$ cat src/bfp_pkg.sv
// ----------------------------------------------------------------------------
// Burst framer package
// Shared widths, register indexes and the item record between the front end
// and the emit sequencer.
// ----------------------------------------------------------------------------
package bfp_pkg;

   localparam int SAMPLE_WIDTH = 16;
   localparam int LENGTH_WIDTH = 24;
   localparam int TAG_WIDTH    = 16;
   localparam int MULT_WIDTH   = 16;
   localparam int MULT_FRAC    = 8;
   localparam int PAD_WIDTH    = 5;
   localparam int PROD_WIDTH   = TAG_WIDTH + MULT_WIDTH;

   localparam logic [MULT_WIDTH-1:0] MULT_RESET = MULT_WIDTH'(256);

   typedef enum logic [1:0] {
      CSR_LENGTH_MULT  = 2'd0,
      CSR_FRONT_PAD    = 2'd1,
      CSR_REAR_PAD     = 2'd2,
      CSR_DROP_OUTSIDE = 2'd3
   } csr_index_type;

   // One accepted sample and what it does to the burst.
   typedef struct packed {
      logic [SAMPLE_WIDTH-1:0] sample_i;
      logic [SAMPLE_WIDTH-1:0] sample_q;
      logic                    opens;    // sample opens a burst
      logic                    closes;   // burst ends after this sample
      logic                    ign;      // ignore tag of the opening sample
      logic                    active;   // inside a burst
   } item_type;

endpackage

$ cat src/burst_framer_with_padding_top.sv
// ----------------------------------------------------------------------------
// Burst framer with zero padding
// Opens a burst on a length-tagged sample, frames it with front and rear
// zero pads and start/end of burst marks; passes or drops other samples.
//
//   channel  dir  data                                     user / last
//   req_     in   tdata[47:0]: i, q, tag_length             tuser: len tag, ign tag
//   rsp_     out  tdata[31:0]: out_i, out_q                 tuser: sob, eob, ign,
//                                                           active; tlast: last
//   csr_     in   csr_index[1:0], csr_data[15:0]           -
//
// One result per cycle while rsp_tready takes them. A sample gives one result,
// an opening sample adds front_pad_count pads and a closing one rear_pad_count;
// the emit sequencer holds the input stalled while it plays out the pads.
// Burst length is computed with one 16x16 multiply at input acceptance.
// Synchronous active-high reset clears burst state and resets the control registers.
// The result register lets a new sample in while a result waits.
// ----------------------------------------------------------------------------
module burst_framer_with_padding_top (
   input  logic        clock,
   input  logic        reset,
   input  logic        req_tvalid,
   output logic        req_tready,
   input  logic [47:0] req_tdata,  // sample_i, sample_q, tag_length
   input  logic [1:0]  req_tuser,  // has_length_tag, has_ignore_tag
   output logic        rsp_tvalid,
   input  logic        rsp_tready,
   output logic [31:0] rsp_tdata,  // out_i, out_q
   output logic [3:0]  rsp_tuser,  // start_of_burst, end_of_burst,
                                   // ignore_mark, burst_active
   output logic        rsp_tlast,
   input  logic        csr_valid,
   output logic        csr_ready,
   input  logic [1:0]  csr_index,
   input  logic [15:0] csr_data
);
   import bfp_pkg::*;

   logic [MULT_WIDTH-1:0]   mult_ff;
   logic [PAD_WIDTH-1:0]    front_pad_ff, rear_pad_ff;
   logic                    drop_outside_ff;
   logic                    inside_ff, inside_in;
   logic [LENGTH_WIDTH-1:0] remaining_ff, remaining_in;

   logic                    accept, load, free;
   logic [TAG_WIDTH-1:0]    tag_length;
   logic [PROD_WIDTH-1:0]   product;
   logic [LENGTH_WIDTH-1:0] burst_len, rem_dec, len_dec;
   logic                    opens, closes;
   item_type                item;

   // no transfers are taken while reset is held
   assign csr_ready = !reset;

   always_ff @(posedge clock) begin
      if (reset) begin
         mult_ff         <= MULT_RESET;
         front_pad_ff    <= '0;
         rear_pad_ff     <= '0;
         drop_outside_ff <= 1'b1;
      end else if (csr_valid && csr_ready) begin
         unique case (csr_index_type'(csr_index))
            CSR_LENGTH_MULT:  mult_ff         <= csr_data;
            CSR_FRONT_PAD:    front_pad_ff    <= csr_data[PAD_WIDTH-1:0];
            CSR_REAR_PAD:     rear_pad_ff     <= csr_data[PAD_WIDTH-1:0];
            CSR_DROP_OUTSIDE: drop_outside_ff <= csr_data[0];
            default: ;
         endcase
      end
   end

   assign tag_length = req_tdata[47:32];
   assign product    = PROD_WIDTH'(tag_length) * PROD_WIDTH'(mult_ff);
   // Q8.8 product shifted down fits the length counter, so never saturates
   assign burst_len  = product[PROD_WIDTH-1:MULT_FRAC];
   assign len_dec    = burst_len - LENGTH_WIDTH'(1);
   assign rem_dec    = remaining_ff - LENGTH_WIDTH'(1);

   assign opens  = !inside_ff && req_tuser[0] && (burst_len != '0);
   assign closes = inside_ff ? (rem_dec == '0) : (opens && (len_dec == '0));

   assign item.sample_i = req_tdata[SAMPLE_WIDTH-1:0];
   assign item.sample_q = req_tdata[2*SAMPLE_WIDTH-1:SAMPLE_WIDTH];
   assign item.opens    = opens;
   assign item.closes   = closes;
   assign item.ign      = opens && req_tuser[1];
   assign item.active   = inside_ff || opens;

   assign req_tready = free && !reset;
   assign accept     = req_tvalid && req_tready;
   // dropped samples produce no result and never reach the sequencer
   assign load       = accept && (inside_ff || opens || !drop_outside_ff);

   always_comb begin
      inside_in    = inside_ff;
      remaining_in = remaining_ff;
      if (accept) begin
         if (inside_ff) begin
            remaining_in = rem_dec;
            inside_in    = !closes;
         end else if (opens) begin
            remaining_in = len_dec;
            inside_in    = !closes;
         end
      end
   end

   always_ff @(posedge clock) begin
      if (reset) begin
         inside_ff    <= 1'b0;
         remaining_ff <= '0;
      end else begin
         inside_ff    <= inside_in;
         remaining_ff <= remaining_in;
      end
   end

   bfp_emit u_emit (
      .clock      (clock),
      .reset      (reset),
      .load       (load),
      .item       (item),
      .front_pad  (front_pad_ff),
      .rear_pad   (rear_pad_ff),
      .free       (free),
      .rsp_tvalid (rsp_tvalid),
      .rsp_tready (rsp_tready),
      .rsp_tdata  (rsp_tdata),
      .rsp_tuser  (rsp_tuser),
      .rsp_tlast  (rsp_tlast)
   );

`ifndef ASSERT_OFF
   a_idle_no_count: assert property (@(posedge clock) disable iff (reset)
      !inside_ff |-> remaining_ff == '0)
      else $error("data count left over outside a burst");

   a_inside_count: assert property (@(posedge clock) disable iff (reset)
      inside_ff |-> remaining_ff != '0)
      else $error("open burst with no data left");

   a_open_loads: assert property (@(posedge clock) disable iff (reset)
      accept && opens |=> inside_ff || $past(closes))
      else $error("opening sample did not open a burst");
`endif

endmodule

$ cat src/bfp_emit.sv
// ----------------------------------------------------------------------------
// Burst framer emit sequencer
// Holds one item and plays out front pads, the sample and rear pads into
// the result register, one result per cycle while rsp_tready allows.
// ----------------------------------------------------------------------------
module bfp_emit (
   input  logic                              clock,
   input  logic                              reset,
   input  logic                              load,
   input  bfp_pkg::item_type                 item,
   input  logic [bfp_pkg::PAD_WIDTH-1:0]     front_pad,
   input  logic [bfp_pkg::PAD_WIDTH-1:0]     rear_pad,
   output logic                              free,
   output logic                              rsp_tvalid,
   input  logic                              rsp_tready,
   output logic [2*bfp_pkg::SAMPLE_WIDTH-1:0] rsp_tdata, // out_i, out_q
   output logic [3:0]                        rsp_tuser, // start_of_burst,
                                                        // end_of_burst,
                                                        // ignore_mark,
                                                        // burst_active
   output logic                              rsp_tlast
);
   import bfp_pkg::*;

   item_type               item_ff;
   logic                   item_valid_ff, item_valid_in;
   logic [PAD_WIDTH-1:0]   front_left_ff, front_left_in;
   logic [PAD_WIDTH-1:0]   rear_left_ff, rear_left_in;
   logic                   data_done_ff, data_done_in;
   logic                   first_ff, first_in;

   logic                   rsp_valid_ff, rsp_valid_in;
   logic [2*SAMPLE_WIDTH-1:0] rsp_data_ff;
   logic [3:0]             rsp_user_ff;
   logic                   rsp_last_ff;

   logic                   out_load, step, in_front, in_data, step_last;
   logic [2*SAMPLE_WIDTH-1:0] step_data;
   logic [3:0]             step_user;

   assign out_load  = !rsp_valid_ff || rsp_tready;
   assign step      = item_valid_ff && out_load;
   assign in_front  = front_left_ff != '0;
   assign in_data   = !in_front && !data_done_ff;
   assign step_last = !in_front &&
                      (in_data ? (rear_left_ff == '0) : (rear_left_ff == PAD_WIDTH'(1)));
   assign free      = !item_valid_ff || (step && step_last);

   assign step_data = in_data ? {item_ff.sample_q, item_ff.sample_i} : '0;
   assign step_user = {item_ff.active,
                       first_ff & item_ff.opens & item_ff.ign,
                       item_ff.closes & step_last,
                       first_ff & item_ff.opens};

   always_comb begin
      item_valid_in = item_valid_ff;
      front_left_in = front_left_ff;
      rear_left_in  = rear_left_ff;
      data_done_in  = data_done_ff;
      first_in      = first_ff;
      if (step) begin
         first_in = 1'b0;
         if (in_front) begin
            front_left_in = front_left_ff - PAD_WIDTH'(1);
         end else if (in_data) begin
            data_done_in = 1'b1;
         end else begin
            rear_left_in = rear_left_ff - PAD_WIDTH'(1);
         end
         if (step_last) begin
            item_valid_in = 1'b0;
         end
      end
      // load only happens when free, so it wins over the final step
      if (load) begin
         item_valid_in = 1'b1;
         front_left_in = item.opens  ? front_pad : '0;
         rear_left_in  = item.closes ? rear_pad  : '0;
         data_done_in  = 1'b0;
         first_in      = 1'b1;
      end
   end

   assign rsp_valid_in = step ? 1'b1 : (rsp_tready ? 1'b0 : rsp_valid_ff);

   always_ff @(posedge clock) begin
      if (reset) begin
         item_valid_ff <= 1'b0;
         front_left_ff <= '0;
         rear_left_ff  <= '0;
         data_done_ff  <= 1'b0;
         first_ff      <= 1'b0;
         rsp_valid_ff  <= 1'b0;
      end else begin
         item_valid_ff <= item_valid_in;
         front_left_ff <= front_left_in;
         rear_left_ff  <= rear_left_in;
         data_done_ff  <= data_done_in;
         first_ff      <= first_in;
         rsp_valid_ff  <= rsp_valid_in;
      end
   end

   always_ff @(posedge clock) begin
      if (load) begin
         item_ff <= item;
      end
      if (step) begin
         rsp_data_ff <= step_data;
         rsp_user_ff <= step_user;
         rsp_last_ff <= step_last;
      end
   end

   assign rsp_tvalid = rsp_valid_ff;
   assign rsp_tdata  = rsp_data_ff;
   assign rsp_tuser  = rsp_user_ff;
   assign rsp_tlast  = rsp_last_ff;

`ifndef ASSERT_OFF
   a_sob_in_burst: assert property (@(posedge clock) disable iff (reset)
      rsp_tvalid && rsp_tuser[0] |-> rsp_tuser[3])
      else $error("start of burst outside a burst");

   a_ign_on_sob: assert property (@(posedge clock) disable iff (reset)
      rsp_tvalid && rsp_tuser[2] |-> rsp_tuser[0])
      else $error("ignore mark away from start of burst");

   a_eob_is_last: assert property (@(posedge clock) disable iff (reset)
      rsp_tvalid && rsp_tuser[1] |-> rsp_tlast)
      else $error("end of burst not on the last result of its sample");

   a_load_when_free: assert property (@(posedge clock) disable iff (reset)
      load |-> free)
      else $error("item loaded over a busy sequencer");
`endif

endmodule
$ cat config.mk
export PLATFORM = sky130hd
export DESIGN_NAME = burst_framer_with_padding_top
export DESIGN_NICKNAME = d
export VERILOG_FILES = /design/src/bfp_pkg.sv /design/src/burst_framer_with_padding_top.sv /design/src/bfp_emit.sv
export SDC_FILE = /design/constraint.sdc
export NUM_CORES = 1
export LEC_CHECK = 0
export BUFFER_PORTS_ARGS = -buffer_cell sky130_fd_sc_hd__buf_2
export CORE_ASPECT_RATIO = 1.5
export CORE_MARGIN = 2
export CORE_UTILIZATION = 25
export CTS_CLUSTER_DIAMETER = 30
export DETAILED_ROUTE_END_ITERATION = 6
export HOLD_SLACK_MARGIN = 0.12
export PLACE_DENSITY = 0.44
export SETUP_SLACK_MARGIN = 0.02
export SYNTH_ARGS = -nofsm -noshare
export SYNTH_HDL_FRONTEND = slang
export SYNTH_SLANG_ARGS = --single-unit
$ cat constraint.sdc
create_clock -name clock -period 8.3 [get_ports clock]
set_input_delay 2.075 -clock clock [delete_from_list [all_inputs] [get_ports clock]]
set_output_delay 2.075 -clock clock [all_outputs]
set_load 0.03 [all_outputs]
Word-level counts from Yosys, hierarchy flattened
Cells that the tools add are included.

Output and inout bits: 40. Bits in registers: 139. Input bits: 73.

Bitwise gates (word level): 4. Multiply operators: 1. Reduce and logical (&&, ||, !) cells: 45. Equal/unequal tests: 6. Muxes and demuxes: 22. $add $sub $neg: 4.

Operators by type and width (number): 24-bit zero test (2); 24-bit two-way mux (2); 24-bit by 1-bit subtractor with 24-bit output, second input constant (2); 5-bit two-way mux (9); 16-bit by 16-bit multiplier with 32-bit output (1); 24-bit nonzero test (1); 2-bit AND reduction (7); 1-bit logical AND (12); 1-bit two-way mux (11); 2-bit nonzero test (5); 5-bit by 1-bit subtractor with 5-bit output, second input constant (2); 1-bit zero test (8); 3-bit AND reduction (2); 5-bit by 1-bit equality test with 1-bit output, second input constant (1); 5-bit zero test (1); 5-bit nonzero test (1); 2-bit equality test, second input constant (2); 1-bit logical OR (4); 2-bit inequality test, second input constant (2); 1-bit bitwise AND (3); 2-bit by 1-bit equality test with 1-bit output, second input constant (1); 2-bit zero test (1); 2-bit OR reduction (1); 1-bit inverter (1).

Depth between registers and ports, before layout
Word-level depth: 12. Gate-level depth with buffers: 28. Depth with buffers taken out: 25.

Modules after synthesis
Synthesis repeated with hierarchy kept, for this count alone.

Cells, all modules: 1685. Area, all modules: 15466.1 µm².

Modules (own cells, without submodules): burst_framer_with_padding_top (instances 1, cells each 1482, seq. area each 1041.0 µm², area an instance 12236.7 µm²); bfp_emit (instances 1, cells each 203, seq. area each 2472.4 µm², area an instance 3229.3 µm²).

Worst setup path after synthesis
Ideal clock, no wire load.

Path type: input-to-reg. From: input req_tdata[47]. To: register u_emit.rear_left_ff[2]. Library setup time: 0.122 ns. Arrival: 8.776 ns. Setup slack: -0.598 ns. Buffers on the path: 3. Cell stages on the path: 26. Required time: 8.178 ns. Path through: clkbuf_1 > nand2_1 > fa_1 > fa_1 > inv_1 > fa_1 > inv_1 > fa_1 > fa_1 > fa_1 > inv_1 > ha_1 > buf_2 > a21oi_1 > o21ai_0 > a31o_1 > or4_1 > nand4_2 > nand2_4 > or4b_4 > o211ai_4 > and2_1 > buf_6 > inv_2 > o221ai_1 > a21oi_1.

Longest elaborated chain between the ends: 8. Elaborated cells on any way between the ends: 16.

RTL lines: start: declaration (line burst_framer_with_padding_top.sv:24) `input logic [47:0] req_tdata,`; 16-bit by 16-bit multiplier with 32-bit output (*) (line burst_framer_with_padding_top.sv:73) `assign product = PROD_WIDTH'(tag_length) * PROD_WIDTH'(mult_ff);`; 24-bit nonzero test (*) (line burst_framer_with_padding_top.sv:79) `assign opens = !inside_ff && req_tuser[0] && (burst_len != '0);`; 1-bit logical AND (*) (line burst_framer_with_padding_top.sv:79); 1-bit logical OR (*) (2 in series) (line burst_framer_with_padding_top.sv:92) `assign load = accept && (inside_ff || opens || !drop_outside_ff);`; 1-bit logical AND (*) (line burst_framer_with_padding_top.sv:92); via load (line burst_framer_with_padding_top.sv:45) `logic accept, load, free;`; 2-bit inequality test (no source line) / 2-bit nonzero test (equally long branches); 3-bit AND reduction (no source line); end signal: assignment (line bfp_emit.sv:97) `rear_left_ff <= rear_left_in;`; end: declaration (line bfp_emit.sv:28) `logic [PAD_WIDTH-1:0] rear_left_ff, rear_left_in;`.

The timed path passes the listed nets; every way through them passes the cells marked *. A chain may end at the register's enable or synchronous reset.

Worst setup path in the final report
From: input req_tdata[37]. To: register u_emit.rear_left_ff[1].

Longest elaborated chain between the ends: 8. Elaborated cells on any way between the ends: 16.

RTL lines (line): 16-bit by 16-bit multiplier with 32-bit output (*) (burst_framer_with_padding_top.sv:73); parallel branches: the longest is 7 deep, another holds 24-bit by 1-bit subtractor with 24-bit output.

Every way passes the cells marked *.

==> run metrics <==
sequential share of the synthesized area ~22%; RSZ-0062 raised after global routing yes; setup violators final 74; clock sink count 139; cts bufs inserted 17; grt ovf 0; pwr dens 140 mW/mm^2; measured slew at the worst slew-check pin roughly 1.2 ns; clock share of power 26.8%; yosys warns 0; Worst-Skew Late Latency roughly 0.45 ns; syn nets 2129; R2R depth 26; CP Max Fanout 6; Vias between 10000 and 15000; Synth area leader fa_1; flops & latches, synth roughly 140; WS Path Type in -> reg; placed inst area slightly below 0.02 sq mm; Die Ht between 300 and 400 um; Post-CTS Hold Buffers 0; DRT Wirelength between 50000 and 60000 um; slowest cell on the critical path or4b_4; Final min period between 8 and 9 ns; maximum VDD drop between 0.00015 and 0.0002 V; global-route wire length before repair 84100 um; CTS tree built; core region area 0.0633 sq mm; area grow syn2layout 33.3%; Synth top area share about a quarter; setup ws final -0.216 ns; clk buf depth 2; Slew Limit Headroom between 10% and 20%; Comb power frac approximately 47%; Rows roughly 110; # fillers 6565; Die W between 200 and 250 um; Sw Share about two fifths; multi-input logic area about 0.012 sq mm; Netlist cell types approximately 100; Antenna Nets Post-Route 0; max-cap violations 0; top post-synthesis cells by area fa_1 24%, edfxtp_1 14%, ha_1 8.5%; Sequential Power Share between 20% and 30%; DRT iter0 DRCs approximately 640; Hold Path Depth 0; CP startpoint kind primary input; NetSw about 1.1 mW; Final Util 33.7%; Leak Pwr roughly 8.8 nW; Period Utilization, post-route 103%; Fmax achieved ~120 MHz; cell internal pwr 1.84 mW; CP arrival just under 9 ns; status finished, violations left; initial antenna violation count 0; EDFF count, synth 73; number of cells produced by synthesis around 1800; worst hold slack between 0.4 and 0.5 ns; Netlist Area Pre-Place between 0.015 and 0.02 sq mm; HPWL Detailed between 40000 and 50000 um; max incr delay on CP between 0.6 and 0.7 ns; die area ~0.066 sq mm; Req. time, crit path between 8 and 9 ns; gr usage total between 10% and 20%; I/O pin cnt approximately 110; Avg Inst Size Synth between 9 and 10 sq um; Placer Congestion between 0.8 and 0.9; Async S/R FF share, synth 0%; setup_tns -7.76 ns; failing checks negative setup slack; fin. max-slew vios 0; final non-filler cell area approximately 0.021 sq mm; vias per inst approximately 4.7; Layout Skew 0.0291 ns; Worst-path clk slew roughly 0.080 ns; HP Class reg -> reg; pre-CTS setup slack -1.19 ns; CTS root buf clkbuf_16; # diodes 0; CP endpoint kind register; layout cells sized above 1 just over 30%; Wirelength per Cell 18.1 um; # DRC 0; initial core utilization between 20% and 30%; vias in the first global route 15000; largest net degree at the start of global routing 50; PortBufs 112; H-tree levels 4; Hold Vio Cnt, Final 0; router iterations before antenna repair 5; Register Area roughly 0.0035 sq mm; # nets final 2481; Most used DFF post-synth edfxtp_1
-- repair_timing --
action	in CTS	in global routing
setup endpoints to repair	78	78
pin swaps	86	73
setup buffers	27	16
endpoints found under the hold margin	0	0
cloned	4	1
resized for setup	126	67
-- critical path, delay by kind of cell --
family	cells	cell delay, ns
adders and majority gates	7	3.24
and+or+nand+nor	8	1.78
AOI/OAI and AO/OA	4	0.56
buffers and inverters	8	1.14
-- registers in the layout, indices dropped and copies added, names as in the netlist, 4 cells and up --
register              cells
u_emit.front_left_ff      5
u_emit.item_ff           36
mult_ff                  16
u_emit.rsp_tuser          4
u_emit.rsp_tdata         32
remaining_ff             24
rear_pad_ff               5
front_pad_ff              5
u_emit.rear_left_ff       5
-- cell type report --
class                      count  share of cell area (%)
multi-input combinational   1322                    56.8
sequential                   139                    16.5
timing repair buffer         425                    15.6
tap                          805                    4.72
inverter                     200                    3.59
clock buffer                  18                    2.01
clock inverter                14                   0.715
timing repair inverter         1                  0.0411
-- cell usage in the layout, fill, tap and decap left out, types with 15 or more instances in the layout --
master and n:
buf_4 282, dfxtp_1 66, a21oi_2 16, buf_12 15
clkbuf_16 18, a31oi_1 15, fa_1 181, nand3_1 31
buf_2 98, inv_1 192, and2_1 147, ha_1 93
a21oi_1 52, edfxtp_1 73, nor2_1 74, a21o_1 18
buf_6 22, nor3_1 27, nand4_1 21, a211oi_1 15
xnor2_1 24, mux2i_1 18, o21ai_0 27, nand2_1 241
-- path summary, 6_finish.rpt --
path                                        start                      to  slack (ns)
worst min register to register  u_emit.item_ff[0]     u_emit.rsp_tuser[3]        0.43
worst min-delay path            u_emit.item_ff[0]     u_emit.rsp_tuser[3]        0.43
worst max register to register         mult_ff[6]  u_emit.rear_left_ff[1]        0.71
worst max-delay path                req_tdata[37]  u_emit.rear_left_ff[1]       -0.22
-- power by group through the flow --
| stage | logic (mW) | registers [mW] | clock network (mW) |
|---|---|---|---|
| 2_1_floorplan | 0.699 | 0.807 | 0 |
| 3_3_place_gp | 1.21 | 0.803 | 0 |
| 3_5_place_dp | 1.21 | 0.804 | 0 |
| 4_1_cts | 1.33 | 0.789 | 0.828 |
| 5_1_grt | 1.53 | 0.794 | 0.850 |
| 6_report | 1.40 | 0.789 | 0.799 |
-- cells in the mapped netlist (all sizes together) (13+ instances only) --
master / count
nor2: 84
nand4: 24
fa: 193
inv: 200
edfxtp: 73
and2: 155
ha: 109
nor4: 17
dfxtp: 66
nand2: 258
a31oi: 15
nor3: 32
a21o: 18
a211oi: 21
xnor2: 27
o21ai: 41
xor2: 13
a21oi: 73
mux2i: 18
buf: 21
nand3: 34
clkbuf: 72
and3: 14
o211ai: 14
-- layer usage --
| layer | vias to the layer above | part of all wire, % | global-route usage (%) |
|---|---|---|---|
| li1 | 6607 | - | - |
| met1 | 6933 | 38 | 17.8 |
| met2 | 229 | 56 | 31.9 |
| met3 | 81 | 2.3 | 1.77 |
| met4 | 0 | 3.2 | 6.11 |
| met5 | - | 0 | 0 |
-- stage by stage --
stage	instances	power (mW)
5_1_grt	2924	3.17
3_3_place_gp	2846	2.01
4_1_cts	2907	2.95
6_report	2924	2.98
3_5_place_dp	2846	2.01
2_1_floorplan	1754	1.51
-- kinds of logic after synthesis --
logic type | after synthesis | share of synthesized area [%]
flip-flops | 139 | 21.9
buffers and inverters | 293 | 7.35
multiplexers | 19 | 1.20
AND/OR/NAND/NOR | 678 | 21.6
XOR/XNOR | 40 | 2.19
AO/OA/AOI/OAI | 283 | 13.1
adder cells (fa/ha/maj) | 302 | 32.7
Power figures use the tool's default switching activity.
